[src/hw/rtl/pee_pkg.sv]
package pee_pkg;

  // Stack geometry and word widths.
  localparam int unsigned STACK_DEPTH = 32;
  localparam int unsigned DATA_W      = 32;
  localparam int unsigned OPND_W      = 31;
  localparam int unsigned CNT_W       = $clog2(STACK_DEPTH + 1);
  localparam int unsigned ADDR_W      = $clog2(STACK_DEPTH);
  localparam int unsigned DIV_CNT_W   = $clog2(DATA_W + 1);

  // Request kinds.
  localparam logic REQ_PUSH = 1'b0;
  localparam logic REQ_OPER = 1'b1;

  // Operator codes.
  localparam logic [1:0] OP_ADD = 2'd0;
  localparam logic [1:0] OP_SUB = 2'd1;
  localparam logic [1:0] OP_DIV = 2'd2;
  localparam logic [1:0] OP_MUL = 2'd3;

  // Result status codes.
  typedef enum logic [2:0] {
    ST_OK        = 3'd0,
    ST_UNDERFLOW = 3'd1,
    ST_COUNT     = 3'd2,
    ST_DIVZERO   = 3'd3,
    ST_OVERFLOW  = 3'd4
  } status_e;

  // Commands from the controller to the datapath.
  typedef struct packed {
    logic    capture;
    logic    push;
    logic    raise;
    status_e raise_code;
    logic    rd;
    logic    alu_wb;
    logic    div_start;
    logic    div_wb;
    logic    finish;
  } dp_cmd_t;

  // Status from the datapath to the controller.
  typedef struct packed {
    logic err_set;
    logic is_oper;
    logic is_div;
    logic is_last;
    logic lt2;
    logic full;
    logic div_zero;
    logic div_done;
    logic out_free;
  } dp_stat_t;

endpackage

[src/hw/rtl/pee_tok_if.sv]
interface pee_tok_if
  import pee_pkg::*;
();
  logic              valid;
  logic              ready;
  logic              req_type;
  logic [OPND_W-1:0] operand_value;
  logic [1:0]        operator_code;
  logic              end_of_expression;

  modport source (
    output valid, req_type, operand_value, operator_code, end_of_expression,
    input  ready
  );
  modport sink (
    input  valid, req_type, operand_value, operator_code, end_of_expression,
    output ready
  );
endinterface

[src/hw/rtl/pee_res_if.sv]
interface pee_res_if
  import pee_pkg::*;
();
  logic                     valid;
  logic                     ready;
  logic signed [DATA_W-1:0] result_value;
  logic [2:0]               status;

  modport source (
    output valid, result_value, status,
    input  ready
  );
  modport sink (
    input  valid, result_value, status,
    output ready
  );
endinterface

[src/hw/rtl/pee_ram.sv]
module pee_ram #(
  parameter  int unsigned WIDTH = 32,
  parameter  int unsigned DEPTH = 32,
  localparam int unsigned AW    = (DEPTH > 1) ? $clog2(DEPTH) : 1
) (
  input  logic             clk_i,
  input  logic             we_i,
  input  logic [AW-1:0]    waddr_i,
  input  logic [WIDTH-1:0] wdata_i,
  input  logic             re_i,
  input  logic [AW-1:0]    raddr_i,
  output logic [WIDTH-1:0] rdata_o
);

  logic [WIDTH-1:0] mem_q [DEPTH];
  logic [WIDTH-1:0] rdata_q;

  // Single write port, single registered read port.
  always_ff @(posedge clk_i) begin
    if (we_i) begin
      mem_q[waddr_i] <= wdata_i;
    end
    if (re_i) begin
      rdata_q <= mem_q[raddr_i];
    end
  end

  assign rdata_o = rdata_q;

endmodule

[src/hw/rtl/pee_div.sv]
module pee_div
  import pee_pkg::*;
(
  input  logic              clk_i,
  input  logic              rst_ni,
  input  logic              start_i,
  input  logic [DATA_W-1:0] dividend_i,
  input  logic [DATA_W-1:0] divisor_i,
  output logic              done_o,
  output logic [DATA_W-1:0] quotient_o
);

  logic [DATA_W-1:0]    quo_q;
  logic [DATA_W-1:0]    dsr_q;
  logic [DATA_W-1:0]    rem_q;
  logic                 neg_q;
  logic [DIV_CNT_W-1:0] cnt_q;
  logic                 busy_q;
  logic                 done_q;
  logic [DATA_W:0]      shifted;
  logic [DATA_W:0]      trial;
  logic                 fits;

  // One restoring step: shift in the next dividend bit and try a subtract.
  assign shifted = {rem_q, quo_q[DATA_W-1]};
  assign trial   = shifted - {1'b0, dsr_q};
  assign fits    = ~trial[DATA_W];

  // Magnitudes are divided; the sign is applied to the quotient at the end.
  always_ff @(posedge clk_i) begin
    if (start_i) begin
      quo_q <= dividend_i[DATA_W-1] ? (~dividend_i + DATA_W'(1)) : dividend_i;
      dsr_q <= divisor_i[DATA_W-1] ? (~divisor_i + DATA_W'(1)) : divisor_i;
      rem_q <= '0;
      neg_q <= dividend_i[DATA_W-1] ^ divisor_i[DATA_W-1];
    end else if (busy_q) begin
      rem_q <= fits ? trial[DATA_W-1:0] : shifted[DATA_W-1:0];
      quo_q <= {quo_q[DATA_W-2:0], fits};
    end
  end

  // Iteration counter and completion pulse.
  always_ff @(posedge clk_i or negedge rst_ni) begin
    if (!rst_ni) begin
      cnt_q  <= '0;
      busy_q <= 1'b0;
      done_q <= 1'b0;
    end else begin
      done_q <= 1'b0;
      if (start_i) begin
        cnt_q  <= DIV_CNT_W'(DATA_W);
        busy_q <= 1'b1;
      end else if (busy_q) begin
        cnt_q <= cnt_q - DIV_CNT_W'(1);
        if (cnt_q == DIV_CNT_W'(1)) begin
          busy_q <= 1'b0;
          done_q <= 1'b1;
        end
      end
    end
  end

  assign done_o     = done_q;
  assign quotient_o = neg_q ? (~quo_q + DATA_W'(1)) : quo_q;

endmodule

[src/hw/rtl/pee_dp.sv]
module pee_dp
  import pee_pkg::*;
(
  input  logic                     clk_i,
  input  logic                     rst_ni,
  input  dp_cmd_t                  cmd_i,
  output dp_stat_t                 stat_o,
  input  logic                     req_type_i,
  input  logic [OPND_W-1:0]        operand_value_i,
  input  logic [1:0]               operator_code_i,
  input  logic                     end_of_expression_i,
  output logic                     res_valid_o,
  input  logic                     res_ready_i,
  output logic signed [DATA_W-1:0] result_value_o,
  output logic [2:0]               status_o
);

  logic              tok_type_q;
  logic [OPND_W-1:0] tok_value_q;
  logic [1:0]        tok_code_q;
  logic              tok_last_q;
  logic [CNT_W-1:0]  count_q, count_d;
  status_e           err_q, err_d;
  logic [DATA_W-1:0] tos_q, tos_d;
  logic              out_valid_q, out_valid_d;
  logic [DATA_W-1:0] out_value_q;
  status_e           out_status_q;
  logic [CNT_W-1:0]  cnt_m1;
  logic [CNT_W-1:0]  cnt_m2;
  logic [DATA_W-1:0] ram_rdata;
  logic [DATA_W-1:0] mul_res;
  logic [DATA_W-1:0] alu_res;
  logic [DATA_W-1:0] div_quo;
  logic              div_done;
  logic              ram_we;

  // Token capture on acceptance.
  always_ff @(posedge clk_i) begin
    if (cmd_i.capture) begin
      tok_type_q  <= req_type_i;
      tok_value_q <= operand_value_i;
      tok_code_q  <= operator_code_i;
      tok_last_q  <= end_of_expression_i;
    end
  end

  // Top of stack lives in tos_q; the entries beneath it live in the RAM.
  assign cnt_m1 = count_q - CNT_W'(1);
  assign cnt_m2 = count_q - CNT_W'(2);
  assign ram_we = cmd_i.push && (count_q != '0);

  pee_ram #(
    .WIDTH (DATA_W),
    .DEPTH (STACK_DEPTH)
  ) u_stack (
    .clk_i   (clk_i),
    .we_i    (ram_we),
    .waddr_i (cnt_m1[ADDR_W-1:0]),
    .wdata_i (tos_q),
    .re_i    (cmd_i.rd),
    .raddr_i (cnt_m2[ADDR_W-1:0]),
    .rdata_o (ram_rdata)
  );

  // Iterative divider for the divide operator.
  pee_div u_div (
    .clk_i      (clk_i),
    .rst_ni     (rst_ni),
    .start_i    (cmd_i.div_start),
    .dividend_i (ram_rdata),
    .divisor_i  (tos_q),
    .done_o     (div_done),
    .quotient_o (div_quo)
  );

  // Add, subtract and multiply; the first operand comes from the RAM.
  assign mul_res = ram_rdata * tos_q;

  always_comb begin
    case (tok_code_q)
      OP_ADD:  alu_res = ram_rdata + tos_q;
      OP_SUB:  alu_res = ram_rdata - tos_q;
      default: alu_res = mul_res;
    endcase
  end

  // Next values of the stack, the error latch and the output slot.
  always_comb begin
    count_d     = count_q;
    err_d       = err_q;
    tos_d       = tos_q;
    out_valid_d = out_valid_q;
    if (out_valid_q && res_ready_i) begin
      out_valid_d = 1'b0;
    end
    if (cmd_i.push) begin
      tos_d   = {1'b0, tok_value_q};
      count_d = count_q + CNT_W'(1);
    end
    if (cmd_i.raise) begin
      if (err_q == ST_OK) begin
        err_d = cmd_i.raise_code;
      end
      count_d = '0;
    end
    if (cmd_i.alu_wb) begin
      tos_d   = alu_res;
      count_d = cnt_m1;
    end
    if (cmd_i.div_wb) begin
      tos_d   = div_quo;
      count_d = cnt_m1;
    end
    if (cmd_i.finish) begin
      count_d     = '0;
      err_d       = ST_OK;
      out_valid_d = 1'b1;
    end
  end

  always_ff @(posedge clk_i or negedge rst_ni) begin
    if (!rst_ni) begin
      count_q     <= '0;
      err_q       <= ST_OK;
      out_valid_q <= 1'b0;
    end else begin
      count_q     <= count_d;
      err_q       <= err_d;
      out_valid_q <= out_valid_d;
    end
  end

  always_ff @(posedge clk_i) begin
    tos_q <= tos_d;
  end

  // End-of-expression report.
  always_ff @(posedge clk_i) begin
    if (cmd_i.finish) begin
      if (err_q != ST_OK) begin
        out_value_q  <= '0;
        out_status_q <= err_q;
      end else if (count_q == CNT_W'(1)) begin
        out_value_q  <= tos_q;
        out_status_q <= ST_OK;
      end else begin
        out_value_q  <= '0;
        out_status_q <= ST_COUNT;
      end
    end
  end

  assign res_valid_o    = out_valid_q;
  assign result_value_o = out_value_q;
  assign status_o       = out_status_q;

  // Status towards the controller.
  assign stat_o.err_set  = (err_q != ST_OK);
  assign stat_o.is_oper  = (tok_type_q == REQ_OPER);
  assign stat_o.is_div   = (tok_code_q == OP_DIV);
  assign stat_o.is_last  = tok_last_q;
  assign stat_o.lt2      = (count_q < CNT_W'(2));
  assign stat_o.full     = (count_q >= CNT_W'(STACK_DEPTH));
  assign stat_o.div_zero = (tos_q == '0);
  assign stat_o.div_done = div_done;
  assign stat_o.out_free = ~out_valid_q | res_ready_i;

endmodule

[src/hw/rtl/pee_ctrl.sv]
module pee_ctrl
  import pee_pkg::*;
(
  input  logic     clk_i,
  input  logic     rst_ni,
  input  logic     in_valid_i,
  output logic     in_ready_o,
  input  dp_stat_t stat_i,
  output dp_cmd_t  cmd_o
);

  localparam logic [2:0] S_IDLE   = 3'd0;
  localparam logic [2:0] S_DECODE = 3'd1;
  localparam logic [2:0] S_EXEC   = 3'd2;
  localparam logic [2:0] S_DIV    = 3'd3;
  localparam logic [2:0] S_FIN    = 3'd4;

  logic [2:0] state_q, state_d;
  logic [2:0] after_tok;

  // A final token goes on to the report; any other returns to idle.
  assign after_tok  = stat_i.is_last ? S_FIN : S_IDLE;
  assign in_ready_o = (state_q == S_IDLE);

  always_comb begin
    state_d          = state_q;
    cmd_o            = '0;
    cmd_o.raise_code = ST_OK;
    case (state_q)
      S_IDLE: begin
        if (in_valid_i) begin
          cmd_o.capture = 1'b1;
          state_d       = S_DECODE;
        end
      end
      S_DECODE: begin
        state_d = after_tok;
        if (!stat_i.err_set) begin
          if (!stat_i.is_oper) begin
            if (stat_i.full) begin
              cmd_o.raise      = 1'b1;
              cmd_o.raise_code = ST_OVERFLOW;
            end else begin
              cmd_o.push = 1'b1;
            end
          end else if (stat_i.lt2) begin
            cmd_o.raise      = 1'b1;
            cmd_o.raise_code = ST_UNDERFLOW;
          end else begin
            cmd_o.rd = 1'b1;
            state_d  = S_EXEC;
          end
        end
      end
      S_EXEC: begin
        // The first operand is now out of the RAM.
        state_d = after_tok;
        if (!stat_i.is_div) begin
          cmd_o.alu_wb = 1'b1;
        end else if (stat_i.div_zero) begin
          cmd_o.raise      = 1'b1;
          cmd_o.raise_code = ST_DIVZERO;
        end else begin
          cmd_o.div_start = 1'b1;
          state_d         = S_DIV;
        end
      end
      S_DIV: begin
        if (stat_i.div_done) begin
          cmd_o.div_wb = 1'b1;
          state_d      = after_tok;
        end
      end
      S_FIN: begin
        if (stat_i.out_free) begin
          cmd_o.finish = 1'b1;
          state_d      = S_IDLE;
        end
      end
      default: begin
        state_d = S_IDLE;
      end
    endcase
  end

  always_ff @(posedge clk_i or negedge rst_ni) begin
    if (!rst_ni) begin
      state_q <= S_IDLE;
    end else begin
      state_q <= state_d;
    end
  end

endmodule

[src/hw/rtl/postfix_expression_evaluator_top.sv]
// Postfix expression evaluator.
// Tokens arrive on tok_i, a valid/ready channel: each request is either an
// operand push or an operator, and the last token of an expression carries
// end_of_expression. One result request per expression leaves on res_o with
// the final value and a status code; other tokens produce no result.
// A push returns to ready after the decode state; an add, subtract or multiply
// also passes an execute state, because the operand beneath the top of stack
// is read from the stack RAM, whose read port is registered. A divide then
// waits in a divide state on the iterative divider, which retires one quotient
// bit per cycle. A final token then writes the output register.
// The output register frees the token side from the receiver: a result waits
// there while the next tokens are accepted, and only a further final token
// stalls, until the waiting result has been taken.
// Reset empties the stack, clears the error latch and the output valid flag;
// the stack RAM itself needs no clearing since only written entries are read.
module postfix_expression_evaluator_top
  import pee_pkg::*;
(
  input  logic   clk_i,
  input  logic   rst_ni,
  pee_tok_if.sink   tok_i,
  pee_res_if.source res_o
);

  dp_cmd_t  cmd;
  dp_stat_t stat;

  // Sequencing of each token.
  pee_ctrl u_ctrl (
    .clk_i      (clk_i),
    .rst_ni     (rst_ni),
    .in_valid_i (tok_i.valid),
    .in_ready_o (tok_i.ready),
    .stat_i     (stat),
    .cmd_o      (cmd)
  );

  // Stack, arithmetic and result register.
  pee_dp u_dp (
    .clk_i               (clk_i),
    .rst_ni              (rst_ni),
    .cmd_i               (cmd),
    .stat_o              (stat),
    .req_type_i          (tok_i.req_type),
    .operand_value_i     (tok_i.operand_value),
    .operator_code_i     (tok_i.operator_code),
    .end_of_expression_i (tok_i.end_of_expression),
    .res_valid_o         (res_o.valid),
    .res_ready_i         (res_o.ready),
    .result_value_o      (res_o.result_value),
    .status_o            (res_o.status)
  );

endmodule

[src/flat_wrapper.sv]
// flat-port wrapper written by rule: the top's interface ports become plain ports
module postfix_expression_evaluator_top_flat import pee_pkg::*;
  (clk_i, rst_ni, tok_i_valid, tok_i_req_type, tok_i_operand_value, tok_i_operator_code, tok_i_end_of_expression, tok_i_ready, res_o_valid, res_o_result_value, res_o_status, res_o_ready);
  pee_tok_if tok_i_i ();
  pee_res_if res_o_i ();
  input  logic clk_i;
  input  logic rst_ni;
  input wire logic [$bits(tok_i_i.valid)-1:0] tok_i_valid;
  input wire logic [$bits(tok_i_i.req_type)-1:0] tok_i_req_type;
  input wire logic [$bits(tok_i_i.operand_value)-1:0] tok_i_operand_value;
  input wire logic [$bits(tok_i_i.operator_code)-1:0] tok_i_operator_code;
  input wire logic [$bits(tok_i_i.end_of_expression)-1:0] tok_i_end_of_expression;
  output wire logic [$bits(tok_i_i.ready)-1:0] tok_i_ready;
  output wire logic [$bits(res_o_i.valid)-1:0] res_o_valid;
  output wire logic [$bits(res_o_i.result_value)-1:0] res_o_result_value;
  output wire logic [$bits(res_o_i.status)-1:0] res_o_status;
  input wire logic [$bits(res_o_i.ready)-1:0] res_o_ready;
  assign tok_i_i.valid = tok_i_valid;
  assign tok_i_i.req_type = tok_i_req_type;
  assign tok_i_i.operand_value = tok_i_operand_value;
  assign tok_i_i.operator_code = tok_i_operator_code;
  assign tok_i_i.end_of_expression = tok_i_end_of_expression;
  assign tok_i_ready = tok_i_i.ready;
  assign res_o_valid = res_o_i.valid;
  assign res_o_result_value = res_o_i.result_value;
  assign res_o_status = res_o_i.status;
  assign res_o_i.ready = res_o_ready;
  postfix_expression_evaluator_top u_core (.clk_i(clk_i), .rst_ni(rst_ni), .tok_i(tok_i_i), .res_o(res_o_i));
endmodule
[config.mk]
export PLATFORM = sky130hd
export DESIGN_NAME = postfix_expression_evaluator_top_flat
export DESIGN_NICKNAME = d
export VERILOG_FILES = /design/src/hw/rtl/pee_pkg.sv /design/src/hw/rtl/pee_tok_if.sv /design/src/hw/rtl/pee_res_if.sv /design/src/hw/rtl/pee_ram.sv /design/src/hw/rtl/pee_div.sv /design/src/hw/rtl/pee_dp.sv /design/src/hw/rtl/pee_ctrl.sv /design/src/hw/rtl/postfix_expression_evaluator_top.sv /design/src/flat_wrapper.sv
export SDC_FILE = /design/constraint.sdc
export NUM_CORES = 2
export LEC_CHECK = 0
export ABC_AREA = 1
export BUFFER_PORTS_ARGS = -buffer_cell sky130_fd_sc_hd__buf_4
export CAP_MARGIN = 20
export CELL_PAD_IN_SITES_DETAIL_PLACEMENT = 0
export CELL_PAD_IN_SITES_GLOBAL_PLACEMENT = 2
export CORE_ASPECT_RATIO = 0.5
export CORE_MARGIN = 2
export CORE_UTILIZATION = 39
export DETAILED_ROUTE_END_ITERATION = 10
export PLACE_DENSITY_LB_ADDON = 0.1
export SKIP_LAST_GASP = 1
export SYNTH_ARGS = -nofsm -noshare
export SYNTH_HDL_FRONTEND = slang
export SYNTH_SLANG_ARGS = --single-unit
[constraint.sdc]
create_clock -name clk_i -period 6.9 [get_ports clk_i]
set_input_delay 1.035 -clock clk_i [delete_from_list [all_inputs] [get_ports clk_i]]
set_output_delay 1.035 -clock clk_i [all_outputs]
set_load 0.05 [all_outputs]
# == After elaboration in Yosys (flattened, before gate mapping) ==
# Memory sizes are Yosys's and may differ from the RTL's. A register that Yosys moved wholly into a read port is not among the register bits.
# Index checks and enable logic that the tools add are counted.
# word_totals
reg_bits,220
ramBits,1024
output_inout_bits,37
in_bits,39
n_memories,1
elab_cells,134
# mem_list
name,depth,width,read_ports,rd_clocked_by_memory_dff,write_ports,line,source
u_core.u_dp.u_stack.mem_q,32,32,1,1,1,pee_ram.sv:15,logic [WIDTH-1:0] mem_q [DEPTH];
# op_classes
eq_ne,11
n_addsub,10
reduce_logical,17
n_lt_le_gt_ge,2
mux,65
multipliers,1
bitwise,8
# op_table
op,n
$mux W32,8
$add A32 B1 Y32 const B,3
$not A32 Y32,3
$pmux W32 S2,1
$mux W6,8
$mux W3,13
$sub A33 B32 Y33,1
$add A32 B32 Y32,1
$logic_not A32 Y1,1
$mul A32 B32 Y32,1
$sub A32 B32 Y32,1
$mux W31,1
$mux W1,25
$mux W4,5
$pmux W3 S5,1
$eq A6 B1 Y1 const B,2
$sub A6 B1 Y6 const B,2
$pmux W4 S2,1
$reduce_bool A2 Y1,4
$add A6 B1 Y6 const B,1
$eq A3 B2 Y1 const B,2
$ge A6 B6 Y1 const B,1
$logic_not A3 Y1,2
$lt A6 B2 Y1 const B,1
other kinds (19),25

# == Depth between registers and ports, before layout ==
# logic_depth
ltp_word,10
ltp_mapped,34
ltp_nobuf,32

# == Cells and area by module ==
# From an unflattened synthesis, not the netlist that was laid out.
# unflattened
hier_cells,8280
area_unflattened_um2,76722.3
# by_module_without_submodules
module,instances,area_each_um2,cells_each,seq_area_each_um2
pee_ram,1,42726.0,3536,31710.4
pee_dp,1,24382.1,3227,3313.2
pee_div,1,9296.4,1462,2792.7
pee_ctrl,1,317.8,55,75.1

# == Worst setup path before layout ==
# OpenSTA, ideal clock, no wires.
# synth_path
kind,register to register
from,reg u_core.u_dp.tos_q[6]
to,"reg u_core.u_dp.tos_q[31], data pin"
required_time_ns,6.644
path_buffers,3
path_stages_with_launch,31
setup_slack_ns,-0.611
setup_ns,0.256
t_arrival_ns,7.255
synth_period_minus_slack_ns,7.511
cell_sequence,edfxtp_1 clkbuf_1 clkbuf_1 buf_1 nand2_1 inv_1 fa_1 fa_1 fa_1 inv_1 fa_1 inv_1 fa_1 inv_1 fa_1 inv_1 fa_1 fa_1 ha_1 a21oi_1 o21ai_0 a21oi_1 nand3_1 a21o_1 nand2_1 nand2_1 a21boi_0 nand3b_1 nand3_1 nand2_1 nand2_1
# synth_between
elab_chain_len,4
word_cells_on_any_way,6
classes_between,2 x add/sub; 1 x mul; 3 x mux
# synth_lines
element,line,source
"start, declared",pee_dp.sv:24,"logic [DATA_W-1:0] tos_q, tos_d;"
"start signal, assigned",pee_dp.sv:134,tos_q <= tos_d;
"$mul A32 B32 Y32, or another cell as far along",pee_dp.sv:77,assign mul_res = ram_rdata * tos_q;
$pmux W32 S2 (*),pee_dp.sv:80,case (tok_code_q)
$mux W32 (*),pee_dp.sv:106,if (cmd_i.alu_wb) begin
$mux W32 (*),pee_dp.sv:110,if (cmd_i.div_wb) begin
named net u_core.u_dp.tos_d[31],pee_dp.sv:24,
# The timed path passes the listed nets; every way through them passes the cells marked *.
# A chain may end at the register's enable or synchronous reset.

# == Final worst setup path ==
# layout_path
from,reg u_core.u_dp.tos_q[2]
to,"reg u_core.u_dp.tos_q[22], data pin"
# The elaborated chain is that of the path after synthesis.

==> metrics.txt <==
status=finished with violations; failing checks=max-slew violations, negative setup slack; Worst-Skew Late Latency=0.78 ns; Post-synth ARST share=1.65%; WL/cell=26.3 um; Yosys warning count=0; worst slew pin tran=1.52 ns; CTS Buffer Depth=3; Worst Path Required=7.42 ns; GP Congestion=0.881; minimum clock period=6.92 ns; share of the synthesized area in the top cell type=50.5%; Pre-Repair DR Iteration Count=5; Worst Setup Path Type=reg -> reg; Worst Setup End Kind=register; setup violators final=3; core footprint=184000 um2; Worst path max stage delay=0.53 ns; cell count after synthesis=7118; Setup WS post-layout=-0.0235 ns; IO Count=76; Tcrit/Tclk final=100%; number of global-route vias before repair=53041; Max Cap Viol=0; detailed placer's ending HPWL=175 mm; Die Y=309 um; die area=190000 um2; vias per inst=5.45; minimum hold slack=0.186 ns; Post-synth EDFFs=1223; Most used DFF post-synth=edfxtp_1; Post-Syn Area per Cell=10.2 um2; CTS tree=done; Slew headroom=-1.30%; Row Count=111; Post-Route WL=260 mm; Nets=7955; clock skew=0.0696 ns; CTS sink count=1276; first-pass GRT wire length=376 mm; grt ovf=0; Vias=53898; FMAX=0.144 GHz; Seq/Total Area, Yosys=52.1%; worst hold path class=in -> async; area leader, netlist=edfxtp_1; crit path DAT=7.44 ns; Util after Layout=45.1%; Root Buffer=clkbuf_16; Final ANT Viol Nets=0; CTS Buf Count=117; initial DRC count=6014; Distinct cells, synth=64; Critical-path top delay cell=fa_1; antenna violations before repair=16; top cells by area, synth=edfxtp_1 51%, fa_1 11%, nand2_1 5.9%; cell repeated most along the worst path=inv_1; # DRC=0; syn_nets=7768; Yosys reg bits=1276; Final Hold Viols=0; layout cells sized above 1=11.1%; worst-path fanout max=11; startpoint types=register; Reg clk slew, reported paths=0.07 ns; Hold-fix buffers, CTS=0; RSZ-0062 raised after global routing=yes; Die W=615 um; fin. max-slew vios=1; gr usage total=27.1%; area grow syn2layout=14.2%; largest net degree at the start of global routing=178; number of port buffers=75; initial core utilization=39.5%; Mapped Area=72700 um2; setup tns final=-0.0556 ns; H-tree levels=3
==> flip-flops by register name, indices dropped and copies added, names as in the netlist, 3 cells and up <==
register and cells:
u_core.u_dp.u_stack.mem_q 1024, u_core.u_dp.result_value_o 32, u_core.u_dp.tos_q 32, u_core.u_dp.u_div.dsr_q 32
u_core.u_dp.u_div.quo_q 32, u_core.u_dp.u_div.rem_q 32, u_core.u_dp.u_stack.rdata_o 32, u_core.u_dp.tok_value_q 31
u_core.u_dp.count_q 6, u_core.u_dp.u_div.cnt_q 6, u_core.u_ctrl.state_q 3, u_core.u_dp.err_q 3
u_core.u_dp.status_o 3
==> worst max-delay path, delay by kind of cell (launching register included) <==
family / cells / cell delay [ns]
adders and majority gates: 9 / 3.74
and+or+nand+nor: 10 / 1.11
buffers and inverters: 10 / 0.94
DFF: 1 / 0.51
AOI/OAI and AO/OA: 2 / 0.40
==> final cells by class <==
type	instances	area, um2
Tap cell	2486	3110
Inverter	991	3740
Multi-Input combinational cell	4441	30200
Antenna cell	5	12.5
Timing Repair Buffer	478	4270
Sequential cell	1276	37900
Clock buffer	154	3130
Clock inverter	59	619
Fill cell	17506	101000
==> logic make-up after synthesis <==
| logic type | share of synthesized area (%) |
|---|---|
| AO/OA/AOI/OAI | 11.6 |
| XOR/XNOR | 1.34 |
| adder cells (fa/ha/maj) | 14.8 |
| buffers and inverters | 7.40 |
| flip-flops | 52.1 |
| multiplexers | 0.0155 |
| AND/OR/NAND/NOR | 12.7 |
==> per-stage QoR <==
stage	cells	area [um2]	setup WS [ns]
global placement	9650	78400	-0.307
detailed placement	9655	78500	-0.329
CTS	9878	82500	-0.0488
floorplan	7118	72900	-0.147
global route	9887	83000	-0.324
finish	9890	83000	-0.0235
==> worst paths after layout <==
| check | start | depth (start not counted) | slack, ns | to |
|---|---|---|---|---|
| setup / recovery | u_core.u_dp.tos_q[2]$_DFFE_PP_ | 31 | -0.02 | u_core.u_dp.tos_q[22]$_DFFE_PP_ |
| hold / removal | rst_ni | 1 | 0.19 | u_core.u_dp.count_q[3]$_DFFE_PN0P_ |
| setup reg to reg | u_core.u_dp.tos_q[2]$_DFFE_PP_ | 31 | -0.02 | u_core.u_dp.tos_q[22]$_DFFE_PP_ |
| hold reg to reg | u_core.u_dp.u_div.rem_q[30]$_SDFFE_PP0P_ | 2 | 0.47 | u_core.u_dp.u_div.rem_q[30]$_SDFFE_PP0P_ |
| max in group asynchronous | rst_ni | 1 | 6.36 | u_core.u_dp.u_div.cnt_q[2]$_DFFE_PN0P_ |
| min in group clk_i | tok_i_req_type | 1 | 0.45 | u_core.u_dp.tok_type_q$_DFFE_PP_ |
==> per-layer routing <==
layer	GRT usage [%]	share of wire, %	wire length [um]	up-vias
met1	39.4	46	119000	27390
li1	-	-	-	24445
met2	43.7	46	119000	1801
met3	3.76	6.5	16900	256
met4	5.31	2.0	5120	6
met5	0	0.014	37	-
==> cells in the mapped netlist, types with 7 or more instances <==
library cell / count
o21ai_1: 15
nand4_1: 26
ha_1: 201
xor2_1: 78
fa_1: 410
o22ai_1: 51
dfrtp_1: 21
inv_1: 981
xnor2_1: 33
nand3_1: 212
inv_2: 8
o21ai_0: 781
a21oi_1: 184
buf_6: 7
buf_4: 10
clkbuf_1: 322
o211ai_1: 39
buf_1: 49
buf_2: 22
nand3b_1: 13
nor3_1: 44
a32oi_1: 33
dfxtp_1: 32
nor2_1: 818
o21a_1: 12
a31oi_1: 46
o21bai_1: 7
a21o_1: 12
o221ai_1: 212
nand2_1: 1136
edfxtp_1: 1223
==> cell usage in the layout (no fill, tap or decap), types with 13 or more instances in the layout <==
cell,instances
o211ai_1,39
o21ai_0,767
nand4_1,26
o21ai_1,22
inv_1,967
nor2_4,42
clkinv_1,20
clkinv_2,14
xnor2_1,33
o22ai_1,51
clkbuf_1,32
fa_1,398
ha_4,15
nand3b_1,13
nand3_1,208
dfxtp_1,32
dfrtp_1,19
buf_6,15
nand2_2,20
o221ai_1,212
buf_12,43
nor3_1,40
a31oi_1,46
edfxtp_1,1223
a32oi_1,33
a21oi_1,173
ha_1,186
nand2_1,1115
clkbuf_16,119
xor2_1,77
inv_2,18
nor2_1,774
buf_4,415
==> timing repair <==
item / in CTS / in global routing
resized for setup: 48 / 94
setup buffers: 10 / 7
setup endpoints to repair: 14 / 19
pin swaps: 29 / 46
cloned: 0 / 1
Power is not shown: default switching activity piles up to over one toggle a cycle in this logic, so the estimate is an artifact.
